`src/tpq_pkg.sv`:
```
package tpq_pkg;

    localparam logic [1:0] OP_PUSH    = 2'd0;
    localparam logic [1:0] OP_PEEK    = 2'd1;
    localparam logic [1:0] OP_CONFIRM = 2'd2;
    localparam logic [1:0] OP_CLEAR   = 2'd3;

    localparam logic [2:0] STATUS_OK       = 3'd0;
    localparam logic [2:0] STATUS_NOTHING  = 3'd1;
    localparam logic [2:0] STATUS_FULL     = 3'd2;
    localparam logic [2:0] STATUS_NOSEL    = 3'd3;
    localparam logic [2:0] STATUS_MISMATCH = 3'd4;
    localparam logic [2:0] STATUS_SELEMPTY = 3'd5;

    typedef struct packed {
        logic push;
        logic pop;
        logic clear;
    } ring_ctrl_t;

    typedef struct packed {
        logic empty;
        logic one;
        logic full;
    } ring_flags_t;

endpackage

```
`src/two_priority_queue_with_confirm.sv`:
```
// An input transfer moves the block from S_IDLE to S_EXEC and reads the ring heads;
// the queue update and the result registers commit as the block leaves S_EXEC.
// in_stall is high outside S_IDLE, so no new item is taken until the current one
// commits, after the synchronous store read and the read-modify-write that follows it.
// A stalled result holds the block in its update cycle until the transfer.
// Reset clears queue pointers, counts, selection and result valid;
// the tag stores are not cleared.
module two_priority_queue_with_confirm #(
    parameter int QUEUE_DEPTH = 16,
    parameter int TAG_BITS    = 32
) (
    input  logic                clk,
    input  logic                rst_n,
    input  logic                in_valid,
    output logic                in_stall,
    input  logic [1:0]          operation,
    input  logic                urgent,
    input  logic [TAG_BITS-1:0] item_tag,
    output logic                out_valid,
    input  logic                out_stall,
    output logic [2:0]          status,
    output logic [TAG_BITS-1:0] head_tag,
    output logic                from_urgent,
    output logic                all_empty
);
    import tpq_pkg::*;

    localparam logic S_IDLE = 1'b0;
    localparam logic S_EXEC = 1'b1;

    logic state_reg;
    logic state_next;

    logic [1:0]          op_reg;
    logic                urgent_reg;
    logic [TAG_BITS-1:0] tag_reg;

    logic sel_valid_reg;
    logic sel_valid_next;
    logic sel_urgent_reg;
    logic sel_urgent_next;

    logic                out_valid_reg;
    logic                out_valid_next;
    logic [2:0]          status_reg;
    logic [2:0]          status_next;
    logic [TAG_BITS-1:0] head_tag_reg;
    logic [TAG_BITS-1:0] head_tag_next;
    logic                from_urgent_reg;
    logic                from_urgent_next;
    logic                all_empty_reg;
    logic                all_empty_next;

    logic                in_xfer;
    logic                commit;
    logic                pick_urgent;
    logic                sel_empty;
    logic [TAG_BITS-1:0] sel_head;

    ring_ctrl_t          u_ctrl_raw;
    ring_ctrl_t          n_ctrl_raw;
    ring_ctrl_t          u_ctrl;
    ring_ctrl_t          n_ctrl;
    ring_flags_t         u_flags;
    ring_flags_t         n_flags;
    logic [TAG_BITS-1:0] u_head;
    logic [TAG_BITS-1:0] n_head;

    assign in_stall = (state_reg != S_IDLE);
    assign in_xfer  = in_valid && !in_stall;
    assign commit   = (state_reg == S_EXEC) && (!out_valid_reg || !out_stall);

    tpq_ring #(
        .QUEUE_DEPTH (QUEUE_DEPTH),
        .TAG_BITS    (TAG_BITS)
    ) u_urgent_ring (
        .clk       (clk),
        .rst_n     (rst_n),
        .rd_en     (in_xfer),
        .ctrl      (u_ctrl),
        .wr_data   (tag_reg),
        .head_data (u_head),
        .flags     (u_flags)
    );

    tpq_ring #(
        .QUEUE_DEPTH (QUEUE_DEPTH),
        .TAG_BITS    (TAG_BITS)
    ) u_normal_ring (
        .clk       (clk),
        .rst_n     (rst_n),
        .rd_en     (in_xfer),
        .ctrl      (n_ctrl),
        .wr_data   (tag_reg),
        .head_data (n_head),
        .flags     (n_flags)
    );

    assign pick_urgent = !u_flags.empty;
    assign sel_empty   = sel_urgent_reg ? u_flags.empty : n_flags.empty;
    assign sel_head    = sel_urgent_reg ? u_head : n_head;

    always_comb
    begin
        u_ctrl_raw       = '0;
        n_ctrl_raw       = '0;
        status_next      = STATUS_OK;
        head_tag_next    = '0;
        from_urgent_next = 1'b0;
        sel_valid_next   = sel_valid_reg;
        sel_urgent_next  = sel_urgent_reg;
        case (op_reg)
            OP_PUSH:
            begin
                if (urgent_reg ? u_flags.full : n_flags.full)
                begin
                    status_next = STATUS_FULL;
                end
                else if (urgent_reg)
                begin
                    u_ctrl_raw.push = 1'b1;
                end
                else
                begin
                    n_ctrl_raw.push = 1'b1;
                end
            end
            OP_PEEK:
            begin
                if (u_flags.empty && n_flags.empty)
                begin
                    status_next = STATUS_NOTHING;
                end
                else
                begin
                    head_tag_next    = pick_urgent ? u_head : n_head;
                    from_urgent_next = pick_urgent;
                    sel_valid_next   = 1'b1;
                    sel_urgent_next  = pick_urgent;
                end
            end
            OP_CONFIRM:
            begin
                if (!sel_valid_reg)
                begin
                    status_next = STATUS_NOSEL;
                end
                else if (sel_empty)
                begin
                    status_next = STATUS_SELEMPTY;
                end
                else
                begin
                    sel_valid_next = 1'b0;
                    if (sel_head != tag_reg)
                    begin
                        status_next = STATUS_MISMATCH;
                    end
                    else if (sel_urgent_reg)
                    begin
                        u_ctrl_raw.pop = 1'b1;
                    end
                    else
                    begin
                        n_ctrl_raw.pop = 1'b1;
                    end
                end
            end
            OP_CLEAR:
            begin
                u_ctrl_raw.clear = 1'b1;
                n_ctrl_raw.clear = 1'b1;
                sel_valid_next   = 1'b0;
                sel_urgent_next  = 1'b0;
            end
            default:
            begin
                status_next = STATUS_OK;
            end
        endcase
    end

    assign u_ctrl = commit ? u_ctrl_raw : '0;
    assign n_ctrl = commit ? n_ctrl_raw : '0;

    // Emptiness after this step; push and pop never share a step.
    assign all_empty_next =
        (u_ctrl_raw.clear || (u_flags.empty && !u_ctrl_raw.push)
            || (u_flags.one && u_ctrl_raw.pop))
        && (n_ctrl_raw.clear || (n_flags.empty && !n_ctrl_raw.push)
            || (n_flags.one && n_ctrl_raw.pop));

    always_comb
    begin
        state_next     = state_reg;
        out_valid_next = out_valid_reg;
        if (out_valid_reg && !out_stall)
        begin
            out_valid_next = 1'b0;
        end
        case (state_reg)
            S_IDLE:
            begin
                if (in_xfer)
                begin
                    state_next = S_EXEC;
                end
            end
            S_EXEC:
            begin
                if (commit)
                begin
                    state_next     = S_IDLE;
                    out_valid_next = 1'b1;
                end
            end
            default:
            begin
                state_next = S_IDLE;
            end
        endcase
    end

    always_ff @(posedge clk or negedge rst_n)
    begin
        if (!rst_n)
        begin
            state_reg      <= S_IDLE;
            out_valid_reg  <= 1'b0;
            sel_valid_reg  <= 1'b0;
            sel_urgent_reg <= 1'b0;
        end
        else
        begin
            state_reg     <= state_next;
            out_valid_reg <= out_valid_next;
            if (commit)
            begin
                sel_valid_reg  <= sel_valid_next;
                sel_urgent_reg <= sel_urgent_next;
            end
        end
    end

    always_ff @(posedge clk)
    begin
        if (in_xfer)
        begin
            op_reg     <= operation;
            urgent_reg <= urgent;
            tag_reg    <= item_tag;
        end
        if (commit)
        begin
            status_reg      <= status_next;
            head_tag_reg    <= head_tag_next;
            from_urgent_reg <= from_urgent_next;
            all_empty_reg   <= all_empty_next;
        end
    end

    assign out_valid   = out_valid_reg;
    assign status      = status_reg;
    assign head_tag    = head_tag_reg;
    assign from_urgent = from_urgent_reg;
    assign all_empty   = all_empty_reg;

endmodule

```
`src/tpq_ring.sv`:
```
module tpq_ring #(
    parameter int QUEUE_DEPTH = 16,
    parameter int TAG_BITS    = 32
) (
    input  logic                 clk,
    input  logic                 rst_n,
    input  logic                 rd_en,
    input  tpq_pkg::ring_ctrl_t  ctrl,
    input  logic [TAG_BITS-1:0]  wr_data,
    output logic [TAG_BITS-1:0]  head_data,
    output tpq_pkg::ring_flags_t flags
);
    import tpq_pkg::*;

    localparam int PTR_W = (QUEUE_DEPTH > 1) ? $clog2(QUEUE_DEPTH) : 1;
    localparam int CNT_W = $clog2(QUEUE_DEPTH + 1);
    localparam logic [PTR_W-1:0] PTR_LAST = PTR_W'(QUEUE_DEPTH - 1);
    localparam logic [CNT_W-1:0] CNT_FULL = CNT_W'(QUEUE_DEPTH);
    localparam logic [CNT_W-1:0] CNT_ONE  = CNT_W'(1);

    logic [TAG_BITS-1:0] mem [QUEUE_DEPTH];
    logic [TAG_BITS-1:0] head_reg;

    logic [PTR_W-1:0] rd_ptr_reg;
    logic [PTR_W-1:0] rd_ptr_next;
    logic [PTR_W-1:0] wr_ptr_reg;
    logic [PTR_W-1:0] wr_ptr_next;
    logic [CNT_W-1:0] count_reg;
    logic [CNT_W-1:0] count_next;

    always_comb
    begin
        rd_ptr_next = rd_ptr_reg;
        wr_ptr_next = wr_ptr_reg;
        count_next  = count_reg;
        if (ctrl.clear)
        begin
            rd_ptr_next = '0;
            wr_ptr_next = '0;
            count_next  = '0;
        end
        else if (ctrl.push)
        begin
            wr_ptr_next = (wr_ptr_reg == PTR_LAST) ? '0 : wr_ptr_reg + 1'b1;
            count_next  = count_reg + 1'b1;
        end
        else if (ctrl.pop)
        begin
            rd_ptr_next = (rd_ptr_reg == PTR_LAST) ? '0 : rd_ptr_reg + 1'b1;
            count_next  = count_reg - 1'b1;
        end
    end

    always_ff @(posedge clk or negedge rst_n)
    begin
        if (!rst_n)
        begin
            rd_ptr_reg <= '0;
            wr_ptr_reg <= '0;
            count_reg  <= '0;
        end
        else
        begin
            rd_ptr_reg <= rd_ptr_next;
            wr_ptr_reg <= wr_ptr_next;
            count_reg  <= count_next;
        end
    end

    // Write the tail on push, read the head when an item is taken in.
    always_ff @(posedge clk)
    begin
        if (ctrl.push && !ctrl.clear)
        begin
            mem[wr_ptr_reg] <= wr_data;
        end
        if (rd_en)
        begin
            head_reg <= mem[rd_ptr_reg];
        end
    end

    assign head_data   = head_reg;
    assign flags.empty = (count_reg == '0);
    assign flags.one   = (count_reg == CNT_ONE);
    assign flags.full  = (count_reg == CNT_FULL);

endmodule

```
`config.mk`:
```
export PLATFORM = sky130hd
export DESIGN_NAME = two_priority_queue_with_confirm
export DESIGN_NICKNAME = d
export VERILOG_FILES = /design/src/tpq_pkg.sv /design/src/two_priority_queue_with_confirm.sv /design/src/tpq_ring.sv
export SDC_FILE = /design/constraint.sdc
export NUM_CORES = 1
export LEC_CHECK = 0
export BUFFER_PORTS_ARGS = -buffer_cell sky130_fd_sc_hd__buf_4
export CORE_MARGIN = 1.5
export CORE_UTILIZATION = 45
export CTS_CLUSTER_DIAMETER = 50
export CTS_CLUSTER_SIZE = 8
export DETAILED_ROUTE_END_ITERATION = 10
export PLACE_DENSITY = 0.71
export SLEW_MARGIN = 30
export SYNTH_ARGS = -nofsm -noshare
export SYNTH_HDL_FRONTEND = slang
export SYNTH_SLANG_ARGS = --single-unit
```
`constraint.sdc`:
```
create_clock -name clk -period 6.1 [get_ports clk]
set_input_delay 0 -clock clk [delete_from_list [all_inputs] [get_ports clk]]
set_output_delay 0 -clock clk [all_outputs]
set_load 0.03 [all_outputs]
```
# Word level (Yosys, flattened, before mapping)
# Memories as Yosys holds them, arrays and structs flattened. A register that Yosys moved wholly into a read port is not among the register bits.
# Cells that the tools add are included.
# op_classes
add_sub_neg,8
bitwise,2
n_eq_ne,15
n_reduce_logical,40
muxes,65
# ops
operator,count
2-to-1 mux 32 bit,2
2-to-1 mux 4 bit,14
2-to-1 mux 1 bit,33
inequality test 32 bit,1
2-to-1 mux 5 bit,6
"adder 4 x 1 -> 4 bit, second input constant",4
"equality test 4 bit, second input constant",4
2-to-1 mux 3 bit,5
logical AND 1 bit,11
"adder 5 x 1 -> 5 bit, second input constant",2
"equality test 5 x 1 -> 1 bit, second input constant",2
"equality test 5 bit, second input constant",2
logical NOT 5 bit,2
nonzero test 2 bit,5
"subtractor 5 x 1 -> 5 bit, second input constant",2
one-hot mux 3 bit (3 select lines),1
nonzero test 3 bit,3
logical NOT 1 bit,8
"inequality test 2 bit, second input constant",3
AND reduction 3 bit,2
logical OR 1 bit,5
"equality test 2 bit, second input constant",2
one-hot mux 1 bit (2 select lines),2
AND reduction 2 bit,2
6 further kinds,7
# totals
elab_cells,149
mem_bits_rw,1024
in_bits,39
regBits,102
output_inout_bits,39
n_memories,2
# mem_list
name,depth,word_bits,rd,rd_ports_with_merged_regs,write_ports,line,rtl
u_normal_ring.mem,16,32,1,1,1,tpq_ring.sv:21,logic [TAG_BITS-1:0] mem [QUEUE_DEPTH];
u_urgent_ring.mem,16,32,1,1,1,tpq_ring.sv:21,

# Longest topological paths before layout
# logic_depth
ltp_word,11
ltp_mapped,10
ltp_nobuf,8

# Modules after synthesis
# Synthesis repeated with hierarchy kept, for this count alone.
# hier_totals
hier_cells,2401
area_unflattened_um2,46578.4
# by_module_without_submodules
mod,seq_area_each_um2,area_per_inst_um2,instances,cells_each
tpq_ring at u_normal_ring,16661.0,21415.5,1,1062
tpq_ring at u_urgent_ring,16661.0,21403.0,1,1055
two_priority_queue_with_confirm,2262.2,3759.9,1,284

# Worst setup path before layout
# Ideal clock, no wire load.
# synth_path
kind,register to register
start,"register state_reg, in the netlist in_stall"
end,"register op_reg[0], enable pin"
setup_ps,569
path_buffers,0
t_required_ps,5531
path_stages_with_launch,2
arrival_ps,4931
synth_period_minus_slack_ps,5500
setup_slack_ps,600
cell_sequence,dfrtp_1 > nor2b_1
# synth_via
elab_chain_len,2
# synth_lines
item,line,rtl
start: declaration,two_priority_queue_with_confirm.sv:31,logic state_reg;
start signal: assignment,two_priority_queue_with_confirm.sv:235,state_reg <= state_next;
logical NOT 1 bit,two_priority_queue_with_confirm.sv:70,assign in_xfer = in_valid && !in_stall;
logical AND 1 bit,two_priority_queue_with_confirm.sv:70,
net in_xfer,two_priority_queue_with_confirm.sv:54,logic in_xfer;
end signal: assignment,two_priority_queue_with_confirm.sv:249,op_reg <= operation;
end: declaration,two_priority_queue_with_confirm.sv:34,logic [1:0] op_reg;
# The timed path passes the listed nets, and every way through them passes these cells.
# A chain may end at the register's enable or synchronous reset.

# Worst setup path after layout
# layout_path
start,register sel_urgent_reg
end,register u_normal_ring.rd_ptr_reg[0]
# layout_via
elab_chain_len,9
word_cells_on_any_way,11
classes_between,1 x eq/ne; 8 x mux; 2 x reduce/logical
# layout_lines
item,line,rtl
start: declaration,two_priority_queue_with_confirm.sv:40,logic sel_urgent_reg;
start signal: assignment,two_priority_queue_with_confirm.sv:240,sel_urgent_reg <= sel_urgent_next;
2-to-1 mux 32 bit,two_priority_queue_with_confirm.sv:101,assign sel_head = sel_urgent_reg ? u_head : n_head;
inequality test 32 bit,two_priority_queue_with_confirm.sv:155,if (sel_head != tag_reg)
2-to-1 mux 1 bit,two_priority_queue_with_confirm.sv:155,
2-to-1 mux 1 bit *,two_priority_queue_with_confirm.sv:148,else if (sel_empty)
2-to-1 mux 1 bit *,two_priority_queue_with_confirm.sv:144,if (!sel_valid_reg)
2-to-1 mux 1 bit *,two_priority_queue_with_confirm.sv:112,case (op_reg)
2-to-1 mux 3 bit *,two_priority_queue_with_confirm.sv:184,assign n_ctrl = commit ? n_ctrl_raw : '0;
nonzero test 2 bit (no source line) *,-,
AND reduction 2 bit (no source line) *,-,
end signal: assignment,tpq_ring.sv:64,rd_ptr_reg <= rd_ptr_next;
end: declaration,tpq_ring.sv:24,logic [PTR_W-1:0] rd_ptr_reg;
# Mark *: on every way between the ends. The rest lies on a longest branch, timed or not.

==> run metrics <==
most frequent cell after synthesis edfxtp_1; Commonest cells post-synth edfxtp_1 (1,160), mux4_2 (224), nand2_1 (155), mux2i_1 (140), clkbuf_1 (85); EDFF count, synth 1,160; GRT Total Usage a little over a fifth; R2R depth 8; Worst IR Drop VDD 0.0002540 V; min-delay src out_stall; R2R setup slack 2490 ps; switching part of the total a little under a quarter; hold depth 3; initial DRC count around 3,300; type of the worst setup path flip-flop to flip-flop; period utilisation layout just under 60%; crit-path most repeated cell nor4_4; Max Cap Viol 0; Fill cells roughly 7,600; Root Buffer clkbuf_16; CTS resizes 0; total number of vias around 24,000; Fmax 0.2769 GHz; RSZ-0062 raised after global routing no; Die Y 324.1 microns; Hold Path Sink out_valid$_DFF_PN0_; clock slew at reported path FFs approximately 50 ps; Max Transition Viols Final 0; largest stage delay on the critical path 750 ps; Comb power frac 8.4%; Inserted Clock Buffers ~170; area grow syn2layout 17.26%; Worst Path Buf+Inv 1; #FFs+latches synth 1,190; Synth area leader edfxtp_1; pwr/cell area 354.6 nW/um^2; Design Power 19.29 mW; TNS Setup 0 ps; Final Skew between 40 and 50 ps; Clock Sinks 1,190; die area 105,000 sq um; largest cells by area after synthesis edfxtp_1 (75%), mux4_2 (11%), mux2i_1 (3.0%), dfrtp_1 (1.6%), nand2_1 (1.3%); critical-path maximum fanout 29; Final WS setup between 2000 and 2500 ps; total wire length approximately 110,000 microns; run status complete, no violations; Worst-Skew Late Latency between 700 and 800 ps; R2R Path End u_normal_ring.rd_ptr_reg[0]$_DFFE_PN0P_; gr ovfl total 0; CP top delay family simple AND/OR/NAND/NOR gates; required time worst endpoint ~6700 ps; Post-CTS Setup Inserts 0; Avg Inst Size Synth approximately 20 sq um; Largest regs u_normal_ring.mem x512, u_urgent_ring.mem x512; Net count, final 2,641; sequential area share after synthesis about three quarters; gpl congestion just under 0.9; Mapped Nets ~2,400; DR vias/cell just over 6; Async SR Flop Fraction ~2.5%; H-tree levels 4; Final HPWL DP 61,650 microns; CTS tree built; antenna violations before repair 3; fin util between 50% and 60%; arrival time worst endpoint ~4200 ps; FP Rows between 100 and 150; effective utilization at floorplan around 45%; first-pass iteration count of the detailed router 6; Slowest-stage cell, CP nor4_4; Post-synth top flop edfxtp_1; core footprint ~100,000 sq um; Reg-to-Reg Start sel_urgent_reg$_DFFE_PN0P_; largest net degree at the start of global routing around 120; first-pass GRT wire length between 150,000 and 200,000 microns; Final Hold Viols 0; Crit. End Element flip-flop; pre-CTS worst setup slack ~2600 ps; Leak Pwr 17.10 nW; Avg WL per Cell about 28 microns; vias in the first global route around 24,000; P_sw 4.491 mW; share of layout cells above drive strength 1 24.95%; clock power share a little over two fifths; share of the synthesized area in the top cell type between 70% and 80%; Yosys warning count 0; Antenna Violating Nets Remaining 0; Final min period ~3600 ps; Worst setup SP type flip-flop; post-synthesis cell count ~2,300; drt drc 0; worst-case clock buffer depth 3; number of top-level pins slightly below 80; min-delay worst type input port to flip-flop; internal power roughly 15 mW; Synth Cell Area around 46,000 sq um; Sequential Power Share roughly half; I/O Buffers 77; synth unique cells 60; Least-Margin Pin Slew ~990 ps; CP cell instances buf_4 -> mux2i_1 -> xnor2_1 -> nor4_4 -> nand3_2 -> nor4_4 -> o21ai_0 -> a21bo_2; Finish-stage setup viols 0; die width ~320 microns; Slew Limit Headroom about a third
==> power by group through the flow <==
stage	Clock (mW)	Sequential [mW]	Combinational (mW)
2_1_floorplan	0	9.62	0.900
3_3_place_gp	0	9.54	1.46
4_1_cts	8.36	9.41	1.56
3_5_place_dp	0	9.55	1.51
6_report	8.28	9.40	1.61
5_1_grt	8.68	9.40	1.71
==> cells in the final DEF (no fill, tap or decap), types with 6 or more instances in the layout <==
cell / synthesis / routed
a21oi_1: 72 / 72
a221oi_1: 32 / 32
a22oi_1: 32 / 32
a31oi_1: 6 / 6
and2_4: 0 / 12
buf_4: 1 / 143
clkbuf_1: 85 / 25
clkbuf_16: 0 / 171
dfrtp_1: 30 / 22
dlygate4sd3_1: 0 / 73
edfxtp_1: 1160 / 1160
ha_1: 18 / 18
inv_1: 15 / 14
mux2_2: 24 / 24
mux2i_1: 140 / 140
mux4_2: 224 / 224
nand2_1: 155 / 154
nand3_1: 19 / 19
nand4_1: 7 / 7
nor2_1: 33 / 20
nor2_4: 0 / 12
nor3_1: 13 / 9
nor4_1: 8 / 8
nor4_2: 6 / 6
o21ai_0: 69 / 69
xnor2_1: 32 / 32
==> routing by layer <==
metal	global-route usage [%]	part of all wire [%]
met1	31.26	41
met2	32.90	46
met3	4.676	10
met4	7.508	2.7
met5	0	0.011
==> cells by family (layout without fill, tap and decap cells) <==
group / after synthesis / in the layout / synth area share [%]
flops: 1190 / 1190 / 76.71
mux: 388 / 388 / 14.48
simple gates: 292 / 292 / 3.083
compound gates: 249 / 249 / 3.415
buf+inv: 138 / 454 / 1.184
xor+xnor: 34 / 34 / 0.6420
fa+ha+maj: 18 / 18 / 0.4855
other cells: 0 / 1 / 0
==> through the flow <==
step / cell area (sq um) / instances / hold WS, ps
after global routing: 54390 / 3993 / 38.70
after floorplan: 46390 / 2309 / -295.6
after CTS: 54320 / 3988 / 8.265
after detailed placement: 48950 / 3700 / -24.73
final: 54390 / 3994 / 41.19
after global placement: 48910 / 3700 / -40.24
==> worst max-delay path by stage <==
| stage | startpoint | endpoint | slack (ps) | cells past startpoint |
|---|---|---|---|---|
| CTS | sel_urgent_reg$_DFFE_PN0P_ | u_normal_ring.rd_ptr_reg[0]$_DFFE_PN0P_ | 2560 | 8 |
| global placement | sel_urgent_reg$_DFFE_PN0P_ | u_normal_ring.rd_ptr_reg[0]$_DFFE_PN0P_ | 2640 | 8 |
| global route | sel_urgent_reg$_DFFE_PN0P_ | u_normal_ring.rd_ptr_reg[0]$_DFFE_PN0P_ | 2310 | 8 |
| detailed placement | sel_urgent_reg$_DFFE_PN0P_ | u_normal_ring.rd_ptr_reg[0]$_DFFE_PN0P_ | 2600 | 8 |
| floorplan | in_stall$_DFF_PN0_ | op_reg[0]$_DFFE_PP_ | 600 | 1 |
| finish | sel_urgent_reg$_DFFE_PN0P_ | u_normal_ring.rd_ptr_reg[0]$_DFFE_PN0P_ | 2490 | 8 |
==> worst register-to-register path, cell delays in order (launching register included) <==
cell and delay [ps]:
dfrtp_2 530, buf_4 490, mux2i_1 320, xnor2_1 150, nor4_4 460, nand3_2 290, nor4_4 750, o21ai_0 230
a21bo_2 250
==> final cells by class <==
class                      count  area, sq um  share of cell area (%)
clock inverter                18        246.5                  0.4531
tap                         1368         1712                   3.147
multi-input combinational    981        10440                   19.20
clock buffer                 196         4373                   8.039
inverter                      15        56.30                  0.1035
sequential                  1190        35610                   65.46
antenna                        1        2.502                0.004600
timing repair buffer         225         1957                   3.598
==> repair_timing <==
item	CTS	global route
hold endpoints to repair	74	0
setup endpoints to repair	0	0
hold buffers	74	0
No activity file was read; power rests on OpenSTA's default activity.
